**src/design/regex_pattern_tokenizer_assert.svh**
```systemverilog
// Assertion macros for the regex pattern tokenizer.
// Used by the RTL files that carry concurrent checks; no other dependencies.
`ifndef REGEX_PATTERN_TOKENIZER_ASSERT_SVH
`define REGEX_PATTERN_TOKENIZER_ASSERT_SVH

// Same-cycle implication, disabled in reset.
`define RPT_ASSERT_NOW(label, clk, rst, ante, cons) \
  label: assert property (@(posedge clk) disable iff (rst) (ante) |-> (cons)) \
    else $error("rpt check failed");

// Next-cycle implication, disabled in reset.
`define RPT_ASSERT_NEXT(label, clk, rst, ante, cons) \
  label: assert property (@(posedge clk) disable iff (rst) (ante) |=> (cons)) \
    else $error("rpt check failed");

`endif

```
**src/design/rpt_pkg.sv**
```systemverilog
// Types and constants shared by the regex pattern tokenizer.
// No dependencies.
`timescale 1ns / 1ps

package rpt_pkg;

  localparam int unsigned CLASS_SET_BITS = 128;
  localparam int unsigned CHAR_BITS      = 7;

  typedef logic [CLASS_SET_BITS-1:0] class_set_t;
  typedef logic [CHAR_BITS-1:0]      char_t;

  typedef struct packed {
    logic [7:0] pattern_byte;
    logic       end_of_pattern;
  } pat_item_t;

  typedef struct packed {
    logic [3:0]  token_kind;
    logic [6:0]  token_char;
    logic [63:0] class_low_bits;
    logic [63:0] class_high_bits;
  } tok_item_t;

  // Token kinds
  localparam logic [3:0] KIND_CHAR     = 4'd0;
  localparam logic [3:0] KIND_PERIOD   = 4'd1;
  localparam logic [3:0] KIND_LPAREN   = 4'd2;
  localparam logic [3:0] KIND_RPAREN   = 4'd3;
  localparam logic [3:0] KIND_CLASS    = 4'd4;
  localparam logic [3:0] KIND_STAR     = 4'd5;
  localparam logic [3:0] KIND_PLUS     = 4'd6;
  localparam logic [3:0] KIND_QUESTION = 4'd7;
  localparam logic [3:0] KIND_CONCAT   = 4'd8;
  localparam logic [3:0] KIND_OR       = 4'd9;

  // Pattern characters
  localparam logic [7:0] CH_BACKSLASH = 8'h5C;
  localparam logic [7:0] CH_PERIOD    = 8'h2E;
  localparam logic [7:0] CH_AT        = 8'h40;
  localparam logic [7:0] CH_BAR       = 8'h7C;
  localparam logic [7:0] CH_PLUS      = 8'h2B;
  localparam logic [7:0] CH_STAR      = 8'h2A;
  localparam logic [7:0] CH_QUESTION  = 8'h3F;
  localparam logic [7:0] CH_LPAREN    = 8'h28;
  localparam logic [7:0] CH_RPAREN    = 8'h29;
  localparam logic [7:0] CH_LBRACKET  = 8'h5B;
  localparam logic [7:0] CH_RBRACKET  = 8'h5D;
  localparam logic [7:0] CH_DASH      = 8'h2D;
  localparam logic [7:0] CH_D         = 8'h64;
  localparam logic [7:0] CH_ZERO      = 8'h30;
  localparam logic [7:0] CH_NINE      = 8'h39;
  localparam logic [7:0] CH_FIRST_VIS = 8'h21;
  localparam logic [7:0] CH_LAST_VIS  = 8'h7E;
  localparam char_t      CH_MAX       = 7'd127;

endpackage

```
**src/design/regex_pattern_tokenizer.sv**
```systemverilog
// Regex pattern tokenizer, one pattern byte per cycle while tok_stall does not hold the token register.
// The byte register feeds a single pass of lexer logic (mode decode, one
// range mask, class set update) into the token register, and the lexer state
// loop closes on the same step that feeds the token register. A byte is held
// in the input register and its token is then registered on tok; a byte that
// completes no token produces nothing on tok. Classes leave as one token
// with a 128-bit membership set. After a byte flagged end_of_pattern the
// lexer returns to idle with an empty class.
// Depends on rpt_pkg, rpt_lexer, rpt_range_mask and the assertion header.
`timescale 1ns / 1ps

module regex_pattern_tokenizer (
  input  logic               clk,
  input  logic               rst,
  // pattern request channel
  input  logic               pat_valid,
  output logic               pat_stall,
  input  rpt_pkg::pat_item_t pat,
  // token request channel
  output logic               tok_valid,
  input  logic               tok_stall,
  output rpt_pkg::tok_item_t tok
);
  import rpt_pkg::*;
  `include "regex_pattern_tokenizer_assert.svh"

  // input register
  logic      held_valid;
  pat_item_t held;

  // lexer output before the token register
  logic      lex_hit;
  tok_item_t lex_tok;

  logic      out_free;
  logic      advance;

  // token register frees up when empty or being taken this cycle
  assign out_free  = !tok_valid || !tok_stall;
  // held byte goes through the lexer when the token register can take it
  assign advance   = held_valid && out_free;
  // a new request lands when the input register is empty or emptying
  assign pat_stall = held_valid && !advance;

  rpt_lexer u_lexer (
    .clk     (clk),
    .rst     (rst),
    .step    (advance),
    .pat     (held),
    .tok_hit (lex_hit),
    .tok     (lex_tok)
  );

  always_ff @(posedge clk) begin
    if (rst) begin
      held_valid <= 1'b0;
    end else if (!pat_stall) begin
      held_valid <= pat_valid;
    end
    if (!pat_stall && pat_valid) begin
      held <= pat;
    end
  end

  always_ff @(posedge clk) begin
    if (rst) begin
      tok_valid <= 1'b0;
    end else if (out_free) begin
      tok_valid <= advance && lex_hit;
    end
    if (advance && lex_hit) begin
      tok <= lex_tok;
    end
  end

  // stall is only raised while a byte is held
  `RPT_ASSERT_NOW(a_stall_held, clk, rst, pat_stall, held_valid)
  // a held byte that cannot move is still there next cycle
  `RPT_ASSERT_NEXT(a_held_kept, clk, rst, held_valid && !advance, held_valid)
  // only class tokens carry membership bits
  `RPT_ASSERT_NOW(a_bits_class, clk, rst, tok_valid && tok.token_kind != KIND_CLASS,
    tok.class_low_bits == '0 && tok.class_high_bits == '0)
  // class tokens always carry the open bracket
  `RPT_ASSERT_NOW(a_class_char, clk, rst, tok_valid && tok.token_kind == KIND_CLASS,
    tok.token_char == CH_LBRACKET[6:0])

endmodule

```
**src/design/rpt_range_mask.sv**
```systemverilog
// Membership mask for an inclusive character range, empty when reversed.
// Depends on rpt_pkg.
`timescale 1ns / 1ps

module rpt_range_mask (
  input  logic          en,
  input  rpt_pkg::char_t lo,
  input  rpt_pkg::char_t hi,
  output rpt_pkg::class_set_t mask
);
  import rpt_pkg::*;

  class_set_t from_lo;
  class_set_t to_hi;

  always_comb begin
    from_lo = {CLASS_SET_BITS{1'b1}} << lo;
    to_hi   = {CLASS_SET_BITS{1'b1}} >> (CH_MAX - hi);
    // a reversed range leaves the two halves disjoint, so the AND is empty
    mask    = en ? (from_lo & to_hi) : '0;
  end

endmodule

```
**src/design/rpt_lexer.sv**
```systemverilog
// Lexer state and next-state logic: one pattern byte per step.
// Depends on rpt_pkg and rpt_range_mask.
`timescale 1ns / 1ps

module rpt_lexer (
  input  logic               clk,
  input  logic               rst,
  input  logic               step,
  input  rpt_pkg::pat_item_t pat,
  output logic               tok_hit,
  output rpt_pkg::tok_item_t tok
);
  import rpt_pkg::*;

  typedef enum logic [2:0] {
    MODE_IDLE    = 3'd0,
    MODE_ESCAPE  = 3'd1,
    MODE_FIRST   = 3'd2,
    MODE_BODY    = 3'd3,
    MODE_PENDING = 3'd4,
    MODE_DASH    = 3'd5
  } mode_t;

  mode_t      mode, mode_next;
  char_t      pending, pending_next;
  class_set_t class_set, class_set_next;

  logic       clear;
  logic       add_en;
  logic       add_dash;
  char_t      add_lo, add_hi;
  class_set_t add_mask;
  logic       with_set;
  char_t      sat;
  logic [7:0] b;

  rpt_range_mask u_range (
    .en   (add_en),
    .lo   (add_lo),
    .hi   (add_hi),
    .mask (add_mask)
  );

  always_comb begin
    b            = pat.pattern_byte;
    sat          = b[7] ? CH_MAX : b[6:0];
    mode_next    = mode;
    pending_next = pending;
    clear        = 1'b0;
    add_en       = 1'b0;
    add_dash     = 1'b0;
    add_lo       = pending;
    add_hi       = pending;
    with_set     = 1'b0;
    tok_hit      = 1'b0;
    tok.token_kind = KIND_CHAR;
    tok.token_char = b[6:0];

    case (mode)
      MODE_ESCAPE: begin
        mode_next = MODE_IDLE;
        if (b == CH_D) begin
          clear    = 1'b1;
          add_en   = 1'b1;
          add_lo   = CH_ZERO[6:0];
          add_hi   = CH_NINE[6:0];
          with_set = 1'b1;
        end else if (!b[7]) begin
          tok_hit = 1'b1;
        end
      end
      MODE_FIRST: begin
        if (b == CH_RBRACKET) begin
          mode_next = MODE_IDLE;
          with_set  = 1'b1;
        end else if (b == CH_DASH) begin
          add_en    = 1'b1;
          add_lo    = CH_DASH[6:0];
          add_hi    = CH_DASH[6:0];
          mode_next = MODE_BODY;
        end else begin
          pending_next = sat;
          mode_next    = MODE_PENDING;
        end
      end
      MODE_BODY: begin
        if (b == CH_RBRACKET) begin
          mode_next = MODE_IDLE;
          with_set  = 1'b1;
        end else begin
          pending_next = sat;
          mode_next    = MODE_PENDING;
        end
      end
      MODE_PENDING: begin
        if (b == CH_RBRACKET) begin
          add_en    = 1'b1;
          mode_next = MODE_IDLE;
          with_set  = 1'b1;
        end else if (b == CH_DASH && pending != CH_LBRACKET[6:0]) begin
          mode_next = MODE_DASH;
        end else begin
          add_en       = 1'b1;
          pending_next = sat;
        end
      end
      MODE_DASH: begin
        add_en = 1'b1;
        if (b == CH_RBRACKET) begin
          add_dash  = 1'b1;
          mode_next = MODE_IDLE;
          with_set  = 1'b1;
        end else begin
          add_hi    = sat;
          mode_next = MODE_BODY;
        end
      end
      default: begin
        // idle, and the two unused codes behave as idle
        mode_next = MODE_IDLE;
        case (b)
          CH_BACKSLASH: mode_next = MODE_ESCAPE;
          CH_PERIOD:   begin tok_hit = 1'b1; tok.token_kind = KIND_PERIOD;   end
          CH_AT:       begin tok_hit = 1'b1; tok.token_kind = KIND_CONCAT;   end
          CH_BAR:      begin tok_hit = 1'b1; tok.token_kind = KIND_OR;       end
          CH_PLUS:     begin tok_hit = 1'b1; tok.token_kind = KIND_PLUS;     end
          CH_STAR:     begin tok_hit = 1'b1; tok.token_kind = KIND_STAR;     end
          CH_QUESTION: begin tok_hit = 1'b1; tok.token_kind = KIND_QUESTION; end
          CH_LPAREN:   begin tok_hit = 1'b1; tok.token_kind = KIND_LPAREN;   end
          CH_RPAREN:   begin tok_hit = 1'b1; tok.token_kind = KIND_RPAREN;   end
          CH_LBRACKET: begin
            clear     = 1'b1;
            mode_next = MODE_FIRST;
          end
          default: tok_hit = b inside {[CH_FIRST_VIS:CH_LAST_VIS]};
        endcase
      end
    endcase

    class_set_next = (clear ? '0 : class_set) | add_mask
                   | (add_dash ? (class_set_t'(1) << CH_DASH[6:0]) : '0);

    if (with_set) begin
      tok_hit        = 1'b1;
      tok.token_kind = KIND_CLASS;
      tok.token_char = CH_LBRACKET[6:0];
    end
    tok.class_low_bits  = with_set ? class_set_next[63:0]   : '0;
    tok.class_high_bits = with_set ? class_set_next[127:64] : '0;
  end

  always_ff @(posedge clk) begin
    if (rst) begin
      mode      <= MODE_IDLE;
      pending   <= '0;
      class_set <= '0;
    end else if (step) begin
      if (pat.end_of_pattern) begin
        mode      <= MODE_IDLE;
        pending   <= '0;
        class_set <= '0;
      end else begin
        mode      <= mode_next;
        pending   <= pending_next;
        class_set <= class_set_next;
      end
    end
  end

endmodule
```
**config.mk**
```make
export PLATFORM = sky130hd
export DESIGN_NAME = regex_pattern_tokenizer
export DESIGN_NICKNAME = d
export VERILOG_FILES = /design/src/design/rpt_pkg.sv /design/src/design/regex_pattern_tokenizer.sv /design/src/design/rpt_range_mask.sv /design/src/design/rpt_lexer.sv
export VERILOG_INCLUDE_DIRS = /design/src /design/src/design
export SDC_FILE = /design/constraint.sdc
export NUM_CORES = 1
export LEC_CHECK = 0
export BUFFER_PORTS_ARGS = -buffer_cell sky130_fd_sc_hd__clkbuf_2
export CELL_PAD_IN_SITES_DETAIL_PLACEMENT = 1
export CELL_PAD_IN_SITES_GLOBAL_PLACEMENT = 1
export CORE_AREA = 3 3 266 216
export DETAILED_ROUTE_END_ITERATION = 10
export DIE_AREA = 0 0 269 219
export GPL_ROUTABILITY_DRIVEN = 0
export GPL_TIMING_DRIVEN = 0
export PLACE_DENSITY = 0.59
export SLEW_MARGIN = 0
export SYNTH_ARGS = -nofsm -noshare
export SYNTH_HDL_FRONTEND = slang
export SYNTH_SLANG_ARGS = --single-unit
```
**constraint.sdc**
```tcl
create_clock -name clk -period 11.3 [get_ports clk]
set_input_delay 0.565 -clock clk [delete_from_list [all_inputs] [get_ports clk]]
set_output_delay 0.565 -clock clk [all_outputs]
set_load 0.1 [all_outputs]
```
# After elaboration in Yosys (flattened, before gate mapping)
# Cells that the tools add are included.
# word_totals
regBits	288
input_bits	13
output_inout_bits	141
elab_cells	108
# classes
addsub	1
n_lt_le_gt_ge	2
n_eq_ne	24
shifts	2
n_mux	45
bitwise	3
n_reduce_logical	19
# ops
operator	count
two-way mux 128 bit	3
bitwise OR 128 bit	2
bitwise AND 128 bit	1
<< shifter 128 x 7 -> 128 bit, first input constant	1
>> shifter 128 x 7 -> 128 bit, first input constant	1
two-way mux 7 bit	11
== test 8 x 6 -> 1 bit, second input constant	7
== test 8 x 7 -> 1 bit, second input constant	6
two-way mux 46 bit	1
one-hot mux 7 bit (3 select lines)	2
one-hot mux 4 bit (8 select lines)	1
two-way mux 3 bit	7
one-hot mux 3 bit (5 select lines)	1
one-hot mux 7 bit (2 select lines)	1
!= test 3 bit, second input constant	4
two-way mux 1 bit	11
greater-or-equal comparator 8 x 6 -> 1 bit, second input constant	1
<= comparator 8 x 7 -> 1 bit, second input constant	1
one-hot mux 1 bit (2 select lines)	4
OR reduction 8 bit	1
!= test 7 bit, second input constant	1
subtractor 7 bit, first input constant	1
== test 3 x 2 -> 1 bit, second input constant	2
== test 3 bit, second input constant	2
other kinds (15)	23

# Depth between registers and ports, before layout
# logic_depth
depth_word	11
ltp_mapped	11

# By module
# Synthesis repeated with hierarchy kept, for this count alone.
# hier_totals
cells_unflattened	1268
area_unflattened_um2	13120.1
# modules_own_cells
module	instances	cells_each	area_per_inst_um2	seq_area_each_um2
rpt_lexer	1	777	6571.3	2762.6
regex_pattern_tokenizer	1	160	4538.1	4484.3
rpt_range_mask	1	331	2010.7	0.0

# Least setup slack after synthesis
# No wires, ideal clock.
# synth_path
path_type	register to register
from	register held[8] (netlist name)
to	register tok[0] (netlist name) (enable)
setup_ns	0.639
t_arrival_ns	7.180
required_ns	10.661
path_slack_ns	3.481
stages_incl_launch_ff	7
path_buffers	1
path_cell_list	edfxtp_1 > buf_4 > and4bb_2 > nand2_1 > nor2_1 > nor3_1 > nor2_1
# synth_via
elab_chain_cells	6
word_cells_on_any_way	26
classes_between	2 x order compare; 12 x eq/ne; 8 x mux; 4 x reduce/logical
# synth_rtl
item	line	source
start, declared	regex_pattern_tokenizer.sv:29	pat_item_t held;
start signal, assigned	regex_pattern_tokenizer.sv:61	held <= pat;
greater-or-equal comparator 8 x 6 -> 1 bit, or another cell as far along	rpt_lexer.sv:135	default: tok_hit = b inside {[CH_FIRST_VIS:CH_LAST_VIS]};
logical AND 1 bit, or another cell as far along	rpt_lexer.sv:135	
one-hot mux 1 bit (2 select lines)	rpt_lexer.sv:121	case (b)
one-hot mux 1 bit (2 select lines)	rpt_lexer.sv:59	case (mode)
two-way mux 1 bit *	rpt_lexer.sv:143	if (with_set) begin
logical AND 1 bit *	regex_pattern_tokenizer.sv:71	if (advance && lex_hit) begin
end signal, assigned	regex_pattern_tokenizer.sv:72	tok <= lex_tok;
end, declared	regex_pattern_tokenizer.sv:22	output rpt_pkg::tok_item_t tok
# Mark *: on every way between the ends. The rest lies on a longest branch, timed or not.
# A chain may end at the register's enable or synchronous reset.

# Worst setup path after layout
# layout_path
from	register u_lexer.pending[0]
to	register tok[61] (netlist name), data pin
# layout_via
elab_chain_cells	9
word_cells_on_any_way	19
classes_between	1 x add/sub; 1 x eq/ne; 2 x shift; 11 x mux; 3 x bitwise; 1 x reduce/logical
# layout_rtl
item	line	source
start, declared	rpt_lexer.sv:25	char_t pending, pending_next;
start signal, assigned	rpt_lexer.sv:164	pending <= pending_next;
two-way mux 7 bit	rpt_lexer.sv:76	end else if (b == CH_DASH) begin
two-way mux 7 bit	rpt_lexer.sv:73	if (b == CH_RBRACKET) begin
one-hot mux 7 bit (3 select lines)	rpt_lexer.sv:59	
subtractor 7 bit	rpt_range_mask.sv:18	to_hi = {CLASS_SET_BITS{1'b1}} >> (CH_MAX - hi);
>> shifter 128 x 7 -> 128 bit	rpt_range_mask.sv:18	
bitwise AND 128 bit	rpt_range_mask.sv:20	mask = en ? (from_lo & to_hi) : '0;
two-way mux 128 bit *	rpt_range_mask.sv:20	
bitwise OR 128 bit *	rpt_lexer.sv:140	class_set_next = (clear ? '0 : class_set) | add_mask
bitwise OR 128 bit *	rpt_lexer.sv:141	| (add_dash ? (class_set_t'(1) << CH_DASH[6:0]) : '0);
# Marks and branches as above.

==> flow_summary.json <==
{
  "min_period_ns": 4.222,
  "ys_types": 95,
  "critPathMaxFanout": 8,
  "rsz0062_at_grt": "false",
  "hpwl_mm": 46.77,
  "crit_path_start_kind": "flip-flop",
  "clock_skew_ns": 0.01199,
  "wl_per_cell_um": 25.85,
  "hold_violations": 0,
  "power_density_nw_per_um2": 149.3,
  "syn_to_final_growth_pct": 21.20,
  "finalCritPeriodShare_pct": 37.36,
  "cap_violations": 0,
  "ctsRootBufferMaster": "clkbuf_16",
  "final_common_cell": "nand2_1",
  "dr.pass1.iters": 6,
  "grt_pass1_vias": 12800,
  "clkLatencyLatePin_ns": 0.60,
  "setup_viol": 0,
  "io_pins": 154,
  "finalNetCount": 1618,
  "routed_wl_mm": 61.51,
  "timing.slew.headroom_pct": 7.921,
  "drive_gt1_share_pct": 18.72,
  "wl_met2_mm": 25.06,
  "nFillCells": 6368,
  "syn_area_per_cell_um2": 9.696,
  "vias_per_cell": 5.475,
  "synth-async-reset-ratio_pct": 0,
  "ys_seq_area_share_pct": 52.82,
  "dieArea_um2": 58910,
  "first_iter_violations": 1694,
  "cts_tree": "built",
  "track_usage_pct": 20.46,
  "crit_chain": "nand2_1 > o41ai_1 > o311a_1 > o21ai_0 > nor2_1 > nand3_1 > a21oi_1",
  "worstSetupEndpointType": "flip-flop",
  "synth-edff-count": 148,
  "ys_ff_latch": 288,
  "met3_wirelength_mm": 6.481,
  "finalMaxSlewViolations": 0,
  "synth_flop_cell": "edfxtp_1",
  "h-tree-depth": 1,
  "grt_pass1_wl_mm": 88.77,
  "numCtsBuffers": 31,
  "p_leak_nw": 5.542,
  "ctsHoldBuffers": 0,
  "clk_pin_slew_ns": 0.07,
  "synth_fp_nets": 1429,
  "post_cts_resized": 0,
  "crit_required_ns": 11.70,
  "criticalPathCategory": "flip-flop to flip-flop",
  "dp_cells": 2321,
  "cp_slowest_cell": "nor2_1",
  "remaining_drc_errors": 0,
  "final_cells": 2379,
  "fmax_mhz": 236.9,
  "grt_max_degree": 37,
  "initial_utilization_pct": 24.94,
  "ir_drop_mv": 0.1039,
  "routed.top_layer": "met5",
  "vias": 13030,
  "grt.overflow.total": 0,
  "syn_area_um2": 13720,
  "diodes": 0,
  "syn_inst": 1415,
  "layout_common_cells": "nand2_1, clkbuf_2, edfxtp_1",
  "dieWidth_um": 269,
  "cp.arrival_ns": 4.62,
  "antenna_found_initial": 1,
  "cts_setup_buffers": 0,
  "slowest_delay_ns": 0.81,
  "rows": 77,
  "ys_warn_count": 0,
  "clockBufferDepth": 3,
  "ant_nets": 0,
  "wl_met1_mm": 27.38,
  "min_path_type": "input port to flip-flop",
  "clock-sinks": 288,
  "core_area_um2": 55010,
  "die_height_um": 219,
  "tns_ns": 0,
  "port_buffers": 152,
  "status": "finished clean",
  "worstMarginPinSlew_ns": 1.371
}
## state kept, by name (all words and copies together) (netlist names)
signal / flops
tok: 139
u_lexer.class_set: 128
held: 9
u_lexer.pending: 7
u_lexer.mode: 3
held_valid: 1
tok_valid: 1
## where the power goes
group | internal [W] | total, W | leakage [nW] | switching, W
Sequential | 0.00111 | 0.00112 | 2.53 | 0.00000891
Clock | 0.000678 | 0.00112 | 0.541 | 0.000446
Combinational | 0.0000399 | 0.000241 | 2.47 | 0.000202
## cells in the mapped netlist (all sizes together) (3+ instances only)
library cell / count / area, µm²
a21o: 11 / 83.83
a221oi: 14 / 128.9
o21a: 22 / 165.2
nor2: 91 / 371.6
a22o: 40 / 350.3
a211oi: 9 / 77.57
or2: 6 / 37.54
nor4: 10 / 105.1
nand2b: 11 / 68.82
edfxtp: 148 / 4444
nand3: 28 / 150.1
o221ai: 17 / 161.4
and3: 5 / 31.28
nand2: 218 / 825.8
and2: 6 / 37.54
o32ai: 3 / 52.56
nand4: 8 / 50.05
o41ai: 5 / 43.79
o211ai: 20 / 155.1
clkbuf: 69 / 260.2
nor2b: 3 / 18.77
o31ai: 9 / 67.56
buf: 39 / 212.7
a211o: 8 / 70.07
o21ai: 171 / 870.8
o311ai: 4 / 52.56
a32o: 24 / 240.2
a31oi: 18 / 112.6
a22oi: 6 / 45.04
nor3: 40 / 264.0
or3: 5 / 31.28
a21oi: 124 / 643.1
o22ai: 7 / 50.05
inv: 27 / 101.4
dfxtp: 140 / 2803
nand3b: 4 / 42.54
clkinv: 3 / 11.26
a311oi: 3 / 26.28
## cell type report
cell class | count | area [µm²] | share of cell area (%)
plain buffers | 108 | 473.0 | 2.844
clock buffers | 38 | 822.0 | 4.944
clock inverters | 20 | 292.8 | 1.761
inverters | 30 | 112.6 | 0.6772
multi-input cells | 989 | 5894 | 35.45
flip-flops and latches | 288 | 7247 | 43.58
well taps | 750 | 938.4 | 5.643
repair buffers | 156 | 848.3 | 5.102
## path summary, 6_finish.rpt
path                          start                      to  slack (ns)  depth (start not counted)
max              u_lexer.pending[0]                 tok[61]        7.08                          7
min                          pat[8]                 held[8]        0.15                          1
max reg2reg      u_lexer.pending[0]                 tok[61]        7.08                          7
min reg2reg  u_lexer.class_set[123]  u_lexer.class_set[123]        0.45                          2
## cells by family (layout without fill, tap and decap cells)
group / Yosys count / in the layout / share of synthesized area, %
compound gates: 534 / 534 / 26.17
xor+xnor: 1 / 1 / 0.06385
fa+ha+maj: 1 / 1 / 0.09118
buf+inv: 138 / 352 / 4.268
flops: 288 / 288 / 52.82
simple gates: 453 / 453 / 16.59
## routing by layer
metal	vias up	GRT usage [%]
li1	5683	-
met1	6472	28.62
met2	681	29.78
met3	185	6.602
met4	4	6.162
met5	-	1.436
## metrics by stage
| stage | area (µm²) | util, % | setup WS, ns | hold WS, ns | total power (W) |
|---|---|---|---|---|---|
| 6_report | 16630 | 30.23 | 7.078 | 0.1474 | 0.002482 |
| 5_1_grt | 16630 | 30.23 | 7.115 | 0.1399 | 0.002560 |
| 4_1_cts | 16630 | 30.23 | 7.449 | 0.1298 | 0.002503 |
| 3_5_place_dp | 15510 | 28.20 | 7.484 | 0.4423 | 0.001374 |
| 3_3_place_gp | 15420 | 28.03 | 0.1634 | 0.4333 | 0.001375 |
| 2_1_floorplan | 13720 | - | 3.481 | 0.4197 | 0.001302 |
## worst max-delay path, delay by kind of cell, from the launching register on
family / cells / cell delay, ns
and+or+nand+nor: 3 / 1.62
AOI/OAI and AO/OA: 4 / 1.81
DFF: 1 / 0.57
(Power assumes the default switching activity.)
